$ cat config.mk
export PLATFORM = sky130hd
export DESIGN_NAME = dmlb_tag_store
export DESIGN_NICKNAME = d
export VERILOG_FILES = /design/src/design/dmlb_pkg.sv /design/src/design/dmlb_tag_store.sv
export SDC_FILE = /design/constraint.sdc
export NUM_CORES = 2
export LEC_CHECK = 0
export BUFFER_PORTS_ARGS = -buffer_cell sky130_fd_sc_hd__buf_2
export CAP_MARGIN = 20
export CORE_ASPECT_RATIO = 0.7
export CORE_MARGIN = 3
export CORE_UTILIZATION = 45
export CTS_CLUSTER_DIAMETER = 120
export DETAILED_ROUTE_END_ITERATION = 6
export GPL_ROUTABILITY_DRIVEN = 1
export SETUP_SLACK_MARGIN = 0.05
export SLEW_MARGIN = 10
export SYNTH_ARGS = -nofsm -noshare
export SYNTH_HDL_FRONTEND = slang
export SYNTH_SLANG_ARGS = --single-unit
export TNS_END_PERCENT = 10
$ cat constraint.sdc
create_clock -name clk -period 2 [get_ports clk]
set_input_delay 0.3 -clock clk [delete_from_list [all_inputs] [get_ports clk]]
set_output_delay 0.3 -clock clk [all_outputs]
set_load 0.1 [all_outputs]
$ cat src/design/dmlb_pkg.sv
// ----------------------------------------------------------------------------
// dmlb_pkg
// Shared widths, operation codes and result types of the direct-mapped line
// buffer.
// ----------------------------------------------------------------------------
`default_nettype none

package dmlb_pkg;

	localparam int ADDR_W    = 48;
	localparam int FUNC_W    = 2;
	localparam int WIDX_W    = 3;
	localparam int WORD_W    = 64;
	localparam int CNT_W     = 32;
	localparam int MAX_WORDS = 8;

	localparam int DEF_ENTRIES    = 64;
	localparam int DEF_LINE_BYTES = 64;
	localparam int DEF_ADDR_BITS  = 48;

	// stream word layouts
	localparam int S_TDATA_W = 120;
	localparam int M_TDATA_W = 192;

	typedef enum logic [FUNC_W-1:0] {
		FUNC_LOOKUP = 2'd0,
		FUNC_READ   = 2'd1,
		FUNC_INSERT = 2'd2,
		FUNC_INVAL  = 2'd3
	} func_t;

	typedef struct packed {
		logic [CNT_W-1:0] insert_count;
		logic [CNT_W-1:0] miss_count;
		logic [CNT_W-1:0] hit_count;
		logic [CNT_W-1:0] access_count;
	} counts_t;

	typedef struct packed {
		logic              hit;
		logic [WORD_W-1:0] line_word;
		logic              last;
		counts_t           counts;
	} result_t;

	// per-item request toward the tag store, all sampled at acceptance
	typedef struct packed {
		logic accept;
		logic insert;
		logic inval;
	} tag_req_t;

endpackage

`default_nettype wire

$ cat src/design/dmlb_tag_store.sv
// ----------------------------------------------------------------------------
// dmlb_tag_store
// Tag memory and valid bits. Reads and writes happen at item acceptance; the
// hit flag of the accepted item is formed from the registered read.
// ----------------------------------------------------------------------------
`default_nettype none

module dmlb_tag_store #(
	parameter int ENTRIES = 64,
	parameter int IDX_W   = 6,
	parameter int TAG_W   = 36
) (
	input  logic               clk,
	input  logic               arst_n,
	input  dmlb_pkg::tag_req_t req,
	input  logic [IDX_W-1:0]   idx,
	input  logic [TAG_W-1:0]   tag,
	output logic               hit
);
	import dmlb_pkg::*;

	logic [TAG_W-1:0]   tag_mem [ENTRIES];
	logic [ENTRIES-1:0] valid_bits_q;
	logic [TAG_W-1:0]   tag_rd_s1;
	logic [TAG_W-1:0]   tag_s1;
	logic               valid_s1;

	always_ff @(posedge clk or negedge arst_n) begin
		if (!arst_n) begin
			valid_bits_q <= '0;
		end else if (req.accept) begin
			if (req.inval) begin
				valid_bits_q <= '0;
			end else if (req.insert) begin
				valid_bits_q[idx] <= 1'b1;
			end
		end
	end

	always_ff @(posedge clk) begin
		if (req.accept) begin
			tag_rd_s1 <= tag_mem[idx];
			tag_s1    <= tag;
			valid_s1  <= valid_bits_q[idx];
			if (req.insert) begin
				tag_mem[idx] <= tag;
			end
		end
	end

	assign hit = valid_s1 && (tag_rd_s1 == tag_s1);

	a_inval_clears: assert property (@(posedge clk) disable iff (!arst_n)
		req.accept && req.inval |=> valid_bits_q == '0)
		else $error("valid bits remain after invalidate-all");

endmodule

`default_nettype wire

Yosys cells after proc, flatten, opt, wreduce, memory -nomap -nowiden
Memories as Yosys holds them, arrays and structs flattened. A register that Yosys moved wholly into a read port is not among the register bits.
Index checks and enable logic that the tools add are counted.
- bits in registers: 101
- bits in latches: 0
- RAM bits: 2304
- memory bits (read-only): 0
- input port bits: 47
- memories kept: 1
- add/sub/neg operators: 0
- multipliers: 0
- divide/modulo/power cells: 0
- $lt $le $gt $ge: 2
- eq/ne operators: 1
- shift operators: 0
- multiplexer cells: 9
- bitwise gates (word level): 1
- reduce and logical (&&, ||, !) cells: 4
- memory list (memory ; depth ; width ; rd ports ; clocked after memory_dff ; write ports ; RTL line ; source):
    tag_mem ; 64 ; 36 ; 1 ; 1 ; 1 ; dmlb_tag_store.sv:22 ; logic [TAG_W-1:0] tag_mem [ENTRIES];
- operators by type and width (cell ; number):
    64-bit 2-to-1 mux ; 2
    64-bit bitwise OR ; 1
    36-bit equality test ; 1
    6-bit by 7-bit less-than comparator with 1-bit output, second input constant ; 1
    1-bit binary-select mux with 6-bit select ; 1
    1-bit demux with 6-bit select ; 1
    6-bit by 1-bit greater-or-equal comparator with 1-bit output, second input constant ; 1
    1-bit 2-to-1 mux ; 5
    1-bit logical AND ; 2
    2-bit AND reduction ; 1
    2-bit nonzero test ; 1

Longest topological paths before layout
- depth in word-level cells: 7
- mapped depth: 11
- gate-level depth less buffers: 6

Worst setup path after synthesis
Ideal clock, no wire load.
- path kind: flip-flop to output port
- start: reg tag_s1[10]
- end: out hit
- data arrival time: 3.931 ns
- data required time: 1.700 ns
- path slack: -2.231 ns
- stages on the path, launching flop included: 6
- cell sequence: edfxtp_1 -> xnor2_1 -> nand4_1 -> nor4_1 -> nand4_1 -> nor4_1
- word-level cells in the longest chain between the ends: 2
- ends and longest elaborated chain (element ; RTL line ; source):
    start, declared ; dmlb_tag_store.sv:25 ; logic [TAG_W-1:0] tag_s1;
    start signal, assigned ; dmlb_tag_store.sv:43 ; tag_s1 <= tag;
    36-bit equality test ; dmlb_tag_store.sv:51 ; assign hit = valid_s1 && (tag_rd_s1 == tag_s1);
    1-bit logical AND ; dmlb_tag_store.sv:51 ;
    end, declared ; dmlb_tag_store.sv:18 ; output logic hit
No other way between the ends.

Worst setup path after layout
- start: reg tag_rd_s1[25], read port of tag_mem
- end: out hit
- word-level cells in the longest chain between the ends: 2
- ends and longest elaborated chain (element ; RTL line ; source):
    start, declared ; dmlb_tag_store.sv:24 ; logic [TAG_W-1:0] tag_rd_s1;
    36-bit equality test ; dmlb_tag_store.sv:51 ;
    1-bit logical AND ; dmlb_tag_store.sv:51 ;
No other way between the ends.

==> impl_metrics.py <==
metrics = {
    "run_status": {
        "status": "finished with violations",
        "violations": "negative setup slack",
    },
    "synthesis": {
        "synth-edff-count": 2377,
        "ys_seq_elements": 2441,
        "synth_cells": 5241,
        "synthArstFlopShare_pct": 2.622,
        "netlist.area_leader.share_pct": 77.23,
        "avgSynthCellArea_sq_um": 17.63,
        "yosysUniqueCellTypes": 62,
        "synth_ff_type": "edfxtp_1",
        "yosys_warnings": 0,
        "yosys.area.top_type": "edfxtp_1",
        "synth_nets": 5288,
        "syn_area_sq_mm": 0.09242,
        "seq_area_frac_synth_pct": 78.96,
        "yosys-top-cells-area": "edfxtp_1, a221oi_1, a22oi_1",
    },
    "critical_path": {
        "worstRegToRegCells": 5,
        "rr_startpoint": "tag_mem[6][34]",
        "crit_chain": "xnor2_1 > buf_4 > nand4_1 > nor4_4 > buf_6 > nand4_1 > nor4_4 > buf_4 > buf_12",
        "r2r_end": "tag_rd_s1[34]",
        "ff2ff_setup_slack_ns": -0.13,
        "critPathKind": "reg -> out",
        "critPathMaxFanout": 1,
        "crit_required_ns": 1.70,
        "critPathArrivalTime_ns": 3.29,
        "cp_slowest_stage_delay_ns": 0.58,
        "worst_setup_path_start_kind": "flip-flop",
        "setup.worst_path.start": "tag_rd_s1[25]",
        "crit_path_end_kind": "output pin",
        "slowest_stage": "edfxtp_1",
    },
    "power_and_ir_drop": {
        "p_per_area_mw_per_mm2": 944.8,
        "power_leakage_nw": 37.31,
        "peakVddDrop_uv": 820.4,
    },
    "cells_and_area": {
        "fin_nets": 6115,
        "fin_area_sq_mm": 0.1135,
        "fin_cells": 8978,
        "drive_above_1_share_pct": 26.65,
        "synthToLayoutAreaGrowth_pct": 22.77,
    },
    "die": {
        "io_pins": 48,
        "die_w_microns": 547.7,
        "core_sq_mm": 0.2032,
        "initial_utilization_pct": 45.48,
        "die_h_microns": 385.2,
        "dieArea_sq_mm": 0.2109,
        "core.rowCount": 138,
    },
    "hold_path": {
        "holdPathEnd": "tag_mem[45][14]",
        "worstHoldStart": "tag[14]",
        "hold_path_class": "in -> reg",
        "hold_depth": 1,
    },
    "timing": {
        "rsz0062_at_grt": "true",
        "worstMarginPinSlew_ns": 0.9391,
        "setup_ws_ns": -1.593,
        "finalClockSkew_ns": 0.04332,
        "max_freq_mhz": 278.3,
        "drv_slew": 0,
        "period_needed_ns": 3.593,
        "finalSetupViolCount": 6,
        "slew-limit-headroom_pct": 37.39,
        "hold_viol_final": 0,
        "period_share_pct": 179.7,
    },
    "global_routing": {
        "grt_max_degree": 74,
        "grt_antenna_before_repair": 18,
        "grt-ovfl-total": 0,
        "grt_pass1_vias": 55040,
        "grt_pass1_wl_mm": 430.7,
        "grt_usage_pct": 28.85,
    },
    "job": {
        "drv_cap": 0,
    },
    "route": {
        "route.detailed.drc": 0,
        "drt_iter0_drc": 9751,
        "antenna_left": 0,
        "avgRoutedWirePerCell_microns": 34.56,
        "routed_wl_mm": 310.2,
        "num_vias": 58050,
        "firstDrtPassIters": 6,
        "vias_per_cell": 6.465,
    },
    "clock_tree": {
        "clock_sinks": 2441,
        "cts_buffers": 224,
        "clock-root-buffer": "clkbuf_16",
        "cts_max_path_buffers": 4,
        "insertion_delay_ns": 0.89,
        "clkTransAtPathRegs_ns": 0.06,
        "h-tree-depth": 4,
        "cts_tree": "done",
    },
    "place": {
        "port_buffers": 47,
        "gp_congestion": 0.9498,
        "place_inst": 8540,
        "hpwl_mm": 204.6,
        "post-place-ws_ns": -1.512,
        "placed_area_sq_mm": 0.1052,
    },
}
==> area by class of cell <==
| class | count | area (sq um) |
|---|---|---|
| tap | 2730 | 3416 |
| clock inverter | 123 | 1204 |
| clock buffer | 282 | 5948 |
| fill | 15550 | 89760 |
| timing repair buffer | 1001 | 10760 |
| sequential | 2441 | 72980 |
| inverter | 3 | 20.02 |
| multi-input combinational | 2397 | 19130 |
| antenna | 1 | 2.502 |
==> registers in the layout, summed over array words and instances (netlist names) <==
| signal | cells |
|---|---|
| valid_bits_q | 64 |
| tag_rd_s1 | 36 |
| tag_mem | 2304 |
| tag_s1 | 36 |
| valid_s1 | 1 |
==> metrics by stage <==
step / utilization, % / setup TNS (ns) / hold slack [ns] / power [W]
after floorplan: - / -681.91 / 0.004409 / 0.06053
after global placement: 51.76 / -1301.98 / 0.3672 / 0.06505
after detailed placement: 51.76 / -1359.28 / 0.3729 / 0.06514
after CTS: 55.63 / -1.968 / 0.04065 / 0.1073
after global routing: 55.83 / -2.432 / 0.08868 / 0.1099
final: 55.83 / -1.915 / 0.08370 / 0.1072
==> routing by layer <==
layer	wire length, microns	vias to the layer above	share of wire, %	GRT usage (%)
met4	8108	4	2.6	6.809
met2	129400	4020	42	40.16
met5	22	-	0.0071	0
met3	44840	482	14	9.747
met1	127900	29980	41	43.52
li1	-	23560	-	-
==> critical path: cells and delay by family, from the launching register on <==
| family | cells | cell delay (ns) |
|---|---|---|
| and+or+nand+nor | 4 | 0.90 |
| buffers and inverters | 4 | 0.70 |
| DFF | 1 | 0.58 |
| xor gates and xnor gates | 1 | 0.24 |
==> cell usage in the layout, fill, tap and decap left out, types with 70 or more instances in the layout <==
cell type,count
a21oi_1,214
a221oi_1,333
a22o_1,117
a22oi_1,373
buf_12,259
buf_4,660
clkbuf_16,228
edfxtp_1,2377
mux2_2,143
mux2i_1,182
nor2_1,172
nor2_4,70
o21ai_0,119
o22ai_1,163
==> cell families after synthesis <==
group / Yosys count / synth area share (%)
compound gates: 1616 / 12.82
xor+xnor: 36 / 0.3412
buf+inv: 403 / 1.963
flops: 2441 / 78.96
mux: 334 / 3.856
simple gates: 411 / 2.052
==> Yosys cell counts (all sizes together), types with 17 or more instances <==
library cell,instances
a211oi,20
a21oi,225
a221oi,397
a22o,117
a22oi,382
a31oi,53
buf,193
clkbuf,207
dfrtp,64
edfxtp,2377
mux2,146
mux2i,185
nand2,33
nand4,43
nor2,243
nor3,32
o21ai,145
o22a,19
o22ai,173
o2bb2ai,17
xnor2,28
==> power by group <==
group | total, W | internal (W) | switching (W)
Clock | 0.0427 | 0.0242 | 0.0185
Combinational | 0.00787 | 0.00280 | 0.00507
Sequential | 0.0566 | 0.0565 | 0.000160
==> worst max-delay path by stage <==
stage | to
after floorplan | hit
after global placement | tag_rd_s1[12]
after detailed placement | tag_rd_s1[12]
after CTS | hit
after global routing | hit
final | hit
==> timing repair <==
item                                    CTS  global route
setup buffers                             0             0
resized for setup                        77            85
endpoints found under the setup margin   31            36
hold endpoints to repair                823             0
hold buffers                             32             0
pin swaps                                15            13
No activity file was read; power rests on OpenSTA's default activity.
