===== config.mk =====
export PLATFORM = sky130hd
export DESIGN_NAME = dmlb_seq
export DESIGN_NICKNAME = d
export VERILOG_FILES = /design/src/design/dmlb_pkg.sv /design/src/design/dmlb_seq.sv
export SDC_FILE = /design/constraint.sdc
export NUM_CORES = 1
export LEC_CHECK = 0
export ABC_AREA = 1
export BUFFER_PORTS_ARGS = -buffer_cell sky130_fd_sc_hd__buf_2
export CAP_MARGIN = 10
export CORE_ASPECT_RATIO = 1.2
export CORE_MARGIN = 3
export CORE_UTILIZATION = 55
export DETAILED_ROUTE_END_ITERATION = 10
export PLACE_DENSITY = 0.77
export SKIP_LAST_GASP = 1
export SLEW_MARGIN = 5
export SYNTH_ARGS = -nofsm -noshare
export SYNTH_HDL_FRONTEND = slang
export SYNTH_SLANG_ARGS = --single-unit

===== constraint.sdc =====
create_clock -name clk -period 15.6 [get_ports clk]
set_input_delay 3.9 -clock clk [delete_from_list [all_inputs] [get_ports clk]]
set_output_delay 3.9 -clock clk [all_outputs]
set_load 0.02 [all_outputs]

===== src/design/dmlb_pkg.sv =====
// ----------------------------------------------------------------------------
// dmlb_pkg
// Shared widths, operation codes and result types of the direct-mapped line
// buffer.
// ----------------------------------------------------------------------------
`default_nettype none

package dmlb_pkg;

	localparam int ADDR_W    = 48;
	localparam int FUNC_W    = 2;
	localparam int WIDX_W    = 3;
	localparam int WORD_W    = 64;
	localparam int CNT_W     = 32;
	localparam int MAX_WORDS = 8;

	localparam int DEF_ENTRIES    = 64;
	localparam int DEF_LINE_BYTES = 64;
	localparam int DEF_ADDR_BITS  = 48;

	// stream word layouts
	localparam int S_TDATA_W = 120;
	localparam int M_TDATA_W = 192;

	typedef enum logic [FUNC_W-1:0] {
		FUNC_LOOKUP = 2'd0,
		FUNC_READ   = 2'd1,
		FUNC_INSERT = 2'd2,
		FUNC_INVAL  = 2'd3
	} func_t;

	typedef struct packed {
		logic [CNT_W-1:0] insert_count;
		logic [CNT_W-1:0] miss_count;
		logic [CNT_W-1:0] hit_count;
		logic [CNT_W-1:0] access_count;
	} counts_t;

	typedef struct packed {
		logic              hit;
		logic [WORD_W-1:0] line_word;
		logic              last;
		counts_t           counts;
	} result_t;

	// per-item request toward the tag store, all sampled at acceptance
	typedef struct packed {
		logic accept;
		logic insert;
		logic inval;
	} tag_req_t;

endpackage

`default_nettype wire


===== src/design/dmlb_seq.sv =====
// ----------------------------------------------------------------------------
// dmlb_seq
// Operation stage, lookup and insert counters and result register. A read hit
// stays in the stage and streams one line word per cycle while the output is not stalled.
// ----------------------------------------------------------------------------
`default_nettype none

module dmlb_seq #(
	parameter int NWORDS = 8
) (
	input  logic                        clk,
	input  logic                        arst_n,
	input  logic                        in_valid,
	input  dmlb_pkg::func_t             in_func,
	input  logic                        hit,
	input  logic [dmlb_pkg::WORD_W-1:0] rd_data,
	input  logic                        out_ready,
	output logic                        in_ready,
	output logic                        accept,
	output logic                        rd_next,
	output logic [dmlb_pkg::WIDX_W-1:0] rd_word,
	output logic                        out_valid,
	output dmlb_pkg::result_t           out_res
);
	import dmlb_pkg::*;

	localparam logic [WIDX_W-1:0] LAST_WORD = WIDX_W'(NWORDS - 1);

	logic              valid_s1;
	func_t             func_s1;
	logic [WIDX_W-1:0] word_q;
	counts_t           cnt_q;
	counts_t           cnt_n;
	logic              out_valid_q;
	result_t           res_q;
	result_t           res_n;
	logic              out_free;
	logic              emit;
	logic              read_hit;
	logic              s1_last;
	logic              s1_done;

	assign out_free = !out_valid_q || out_ready;
	assign emit     = valid_s1 && out_free;
	assign read_hit = (func_s1 == FUNC_READ) && hit;
	assign s1_last  = !read_hit || (word_q == LAST_WORD);
	assign s1_done  = emit && s1_last;
	assign in_ready = !valid_s1 || s1_done;
	assign accept   = in_valid && in_ready;
	assign rd_next  = emit && !s1_last;
	assign rd_word  = word_q + WIDX_W'(1);

	always_comb begin
		cnt_n = cnt_q;
		case (func_s1)
			FUNC_LOOKUP: begin
				cnt_n.access_count = cnt_q.access_count + CNT_W'(1);
				if (hit) begin
					cnt_n.hit_count = cnt_q.hit_count + CNT_W'(1);
				end else begin
					cnt_n.miss_count = cnt_q.miss_count + CNT_W'(1);
				end
			end
			FUNC_INSERT: begin
				cnt_n.insert_count = cnt_q.insert_count + CNT_W'(1);
			end
			default: begin
			end
		endcase
	end

	always_comb begin
		res_n.hit       = ((func_s1 == FUNC_LOOKUP) || (func_s1 == FUNC_READ)) && hit;
		res_n.line_word = read_hit ? rd_data : '0;
		res_n.last      = s1_last;
		res_n.counts    = cnt_n;
	end

	always_ff @(posedge clk or negedge arst_n) begin
		if (!arst_n) begin
			valid_s1    <= 1'b0;
			word_q      <= '0;
			cnt_q       <= '0;
			out_valid_q <= 1'b0;
		end else begin
			if (accept) begin
				valid_s1 <= 1'b1;
				word_q   <= '0;
			end else if (s1_done) begin
				valid_s1 <= 1'b0;
			end else if (rd_next) begin
				word_q <= rd_word;
			end
			if (emit) begin
				cnt_q       <= cnt_n;
				out_valid_q <= 1'b1;
			end else if (out_ready) begin
				out_valid_q <= 1'b0;
			end
		end
	end

	always_ff @(posedge clk) begin
		if (accept) begin
			func_s1 <= in_func;
		end
		if (emit) begin
			res_q <= res_n;
		end
	end

	assign out_valid = out_valid_q;
	assign out_res   = res_q;

	a_no_accept_midstream: assert property (@(posedge clk) disable iff (!arst_n)
		valid_s1 && !s1_last |-> !in_ready)
		else $error("input accepted while a line is still streaming");

	a_word_in_range: assert property (@(posedge clk) disable iff (!arst_n)
		valid_s1 |-> word_q <= LAST_WORD)
		else $error("line word position past the streamed length");

	a_stream_continues: assert property (@(posedge clk) disable iff (!arst_n)
		emit && !s1_last |=> valid_s1)
		else $error("operation dropped before its final word");

	a_counts_balance: assert property (@(posedge clk) disable iff (!arst_n)
		cnt_q.access_count == CNT_W'(cnt_q.hit_count + cnt_q.miss_count))
		else $error("lookup count differs from hits plus misses");

endmodule

`default_nettype wire


# Yosys cells after proc, flatten, opt, wreduce, memory -nomap -nowiden
# Index checks and enable logic that the tools add are counted.
# word_totals
reg_bits	329
latchBits	0
ram_bits	0
romBits	0
in_bits	71
output_inout_bits	201
memories	0
# op_classes
add_sub_neg	5
n_mul	0
div_mod_pow	0
n_lt_le_gt_ge	0
eq_ne	4
shift	0
mux	11
bitwise_logic	0
reduce_logical	19
# ops
op	count
$add A32 B1 Y32 const B	4
$mux W32	3
$mux W96	1
$mux W3	3
$logic_and A1 B1 Y1	6
$reduce_bool A2 Y1	3
$logic_not A1 Y1	4
$logic_or A1 B1 Y1	4
$mux W1	4
$add A3 B1 Y3 const B	1
$eq A3 B3 Y1 const B	1
$eq A2 B1 Y1 const B	1
$eq A2 B2 Y1 const B	1
$logic_not A2 Y1	1
$ne A2 B2 Y1 const B	1
$reduce_and A2 Y1	1

# Logic depth before layout (Yosys ltp)
# logic_depth
ltp_word	9
ltp_mapped	11
ltp_nobuf	11

# Least setup slack after synthesis
# OpenSTA, ideal clock, no wires.
# synth_timing
kind	input -> register
start	input out_ready
end	register res_q, in the netlist out_res[0], enable pin
setup_time_ns	0.633
t_arrival_ns	9.888
path_slack_ns	5.079
cell_stages	6
cell_sequence	inv_1 > nand2_1 > nand2_1 > inv_1 > clkbuf_1 > buf_1
# synth_between
elab_chain_cells	2
# synth_lines
item	line_no	source
start: declaration	dmlb_seq.sv:17	input logic out_ready,
$logic_or A1 B1 Y1	dmlb_seq.sv:43	assign out_free = !out_valid_q || out_ready;
$logic_and A1 B1 Y1	dmlb_seq.sv:44	assign emit = valid_s1 && out_free;
net emit	dmlb_seq.sv:38	logic emit;
end signal: assignment	dmlb_seq.sv:108	res_q <= res_n;
end: declaration	dmlb_seq.sv:35	result_t res_q;
# The timed path passes the listed nets, and every way through them passes these cells.
# A chain may end at the register's enable or synchronous reset.

# Worst setup path after layout
# layout_timing
start	input out_ready
end	output accept
# layout_between
elab_chain_cells	5
# layout_lines
item	line_no	source
$logic_or A1 B1 Y1	dmlb_seq.sv:43	
$logic_and A1 B1 Y1	dmlb_seq.sv:44	
$logic_and A1 B1 Y1	dmlb_seq.sv:47	assign s1_done = emit && s1_last;
$logic_or A1 B1 Y1	dmlb_seq.sv:48	assign in_ready = !valid_s1 || s1_done;
$logic_and A1 B1 Y1	dmlb_seq.sv:49	assign accept = in_valid && in_ready;
end: declaration	dmlb_seq.sv:19	output logic accept,
# Every way passes these cells.

==> metrics <==
total core area=approximately 27000 um^2; crit path launch type=primary input; critical path fanouts, max=85; unrepaired setup endpoints after global routing=false; Nets=1999; outcome=completed; metal2 WL=~17 mm; Worst-Margin Slew=between 1 and 1.5 ns; CTS sink cnt=between 300 and 400; leading post-synthesis cells by cell area=edfxtp_1, dfrtp_1, nand2_1, inv_1, nor2_1; fin crit period=between 9 and 10 ns; share of layout cells above drive strength 1=18.9%; area leader, netlist=edfxtp_1; area taken by multi-input logic gates=4970 um^2; average wire per cell in the routed design=between 15 and 20 um; PortBufs=271; clk root buf=clkbuf_16; H-tree Lvls=2; syn avg cell area=9.20 um^2; setup_tns=0 ns; vias in the first global route=approximately 11000; worst ir drop on vdd=between 100 and 150 uV; most frequent cells in the layout=nand2_1, buf_2, inv_1; Hold Crit Class=reg -> reg; worst hold slack=roughly 0.51 ns; vias per cell=5.16; Post-DRT Antenna Nets=0; postcts setup bufs=0; Metal-1 WL=13.9 mm; hold buffers post-CTS=0; crit share post-route=62.5%; Worst Skew=between 0.01 and 0.015 ns; Num CTS Buffers=34; WS Path Type=in -> out; leakage power=8.44 nW; WL final=around 35 mm; Max Buffers Root-to-Sink=3; Req. time, crit path=around 12 ns; Clock Pin Slew Worst Setup and Hold Paths=about 0.060 ns; max-cap viol count=0; Post-DP HPWL=about 25 mm; Antenna Cells=0; sequential share of the synthesized area=60.7%; area grow syn2layout=18.9%; synthesized netlist cell count=1650; initial DRC count=roughly 860; Die H=188 um; Register Area=between 9000 and 10000 um^2; Final Hold Fails=0; Post-Syn Area=~15000 um^2; Slew Viols, Final=0; # fillers=2176; DR pass1 iterations=6; antenna violations before repair=5; pwr dens=172 nW/um^2; Remaining Overflow, GRT=0; Starting Density=between 50% and 60%; worst-skew pair later-pin latency=about 0.5 ns; DR top layer=met5; met3 WL post-DR=roughly 3.0 mm; Slew Limit Headroom=25.6%; first-pass GRT wire length=approximately 56 mm; Yosys cell types=30; CTS resizes=0; CP arrival=around 5.9 ns; # DRC=0; achievable frequency=102 MHz; GRT Overall Usage=23.3%; final critical-path setup slack=~6 ns; die area=~30000 um^2; Yosys top cell area share=roughly two fifths; most common cell after layout, fill and taps aside=nand2_1; Crit. End Element=output pin; Post-Syn Nets=around 1700; Rows=66; Placer Congestion=about 0.9; x dimension of the die=around 160 um; Via Count=around 12000; pre-CTS setup slack=between 5 and 6 ns; #FFs+latches synth=between 300 and 400; I/O Pins=approximately 270; CTS tree=done; setup violators final=0; synth warn=0; largest net degree at the start of global routing=between 200 and 300
[report_power, final]
| part | switching, W | internal (W) | leakage (nW) |
|---|---|---|---|
| Clock | 0.000329 | 0.000510 | 0.576 |
| Combinational | 0.000663 | 0.000214 | 4.07 |
| Sequential | 0.000126 | 0.00126 | 3.79 |
| Total | 0.00112 | 0.00199 | 8.44 |
[cells in the mapped netlist]
library cell  number
and2_1            27
and3_1             1
buf_1             11
buf_2              2
buf_4              1
clkbuf_1          25
dfrtp_1          133
edfxtp_1         196
ha_1               6
inv_1            223
inv_2              3
nand2_1          491
nand2_2            3
nand3_1          114
nand3_2            5
nand3b_1          13
nand4_1           44
nor2_1           167
nor2_2            15
nor2_4             5
nor3_1            19
nor3b_1            1
nor3b_2            1
o21a_1             2
o21ai_0           73
o21ai_1            3
o21bai_1           1
or2_2              1
xnor2_1            9
xor2_1            55
[registers in the layout, summed over array words and instances (netlist names)]
register   count
out_res      194
cnt_q        128
word_q         3
func_s1        2
out_valid      1
valid_s1       1
[logic make-up after synthesis]
kind of cell | Yosys count | share of synthesized area [%]
AND/OR/NAND/NOR | 907 | 25.9
flip-flops | 329 | 60.7
buffers and inverters | 265 | 6.59
AO/OA/AOI/OAI | 79 | 2.65
XOR/XNOR | 64 | 3.69
adder cells (fa/ha/maj) | 6 | 0.494
[worst paths after layout]
kind,endpoint,depth (start not counted),slack (ns),start
max reg2reg,out_res[93],3,13.01,valid_s1
min in group asynchronous,cnt_q[114],1,3.52,arst_n
min,cnt_q[95],2,0.51,cnt_q[95]
min reg2reg,cnt_q[95],2,0.51,cnt_q[95]
max in group asynchronous,cnt_q[17],2,10.66,arst_n
max,accept,9,5.84,out_ready
[stage by stage]
stage	power (W)	utilization (%)	cell area (um^2)	instances
after global placement	0.00227	62.1	16900	2226
final	0.00311	66.4	18000	2287
after global routing	0.00327	66.4	18000	2287
after CTS	0.00314	66.4	18000	2287
after floorplan	0.00200	-	15200	1650
after detailed placement	0.00229	62.1	16900	2226
[layout make-up]
cell class                      count  share of cell area [%]
Tap cell                          340                    2.36
Timing Repair Buffer              275                    7.77
Sequential cell                   329                    51.1
Inverter                          226                    4.74
Multi-Input combinational cell   1056                    27.6
Clock inverter                     20                    1.37
Clock buffer                       41                    5.14
[worst max-delay path, stage by stage]
cell and delay, ns:
buf_2 0.10, inv_1 0.04, nand2_1 0.06, nand2_2 0.12
buf_4 0.78, o21ai_1 0.33, nand2_1 0.22, inv_1 0.10
buf_2 0.17
[per-layer routing]
layer	up-vias	global-route usage, %
met1	5434	28.6
met3	84	5.79
met5	-	0
met4	10	6.78
li1	5824	-
met2	451	40.5
Power figures use the tool's default switching activity.
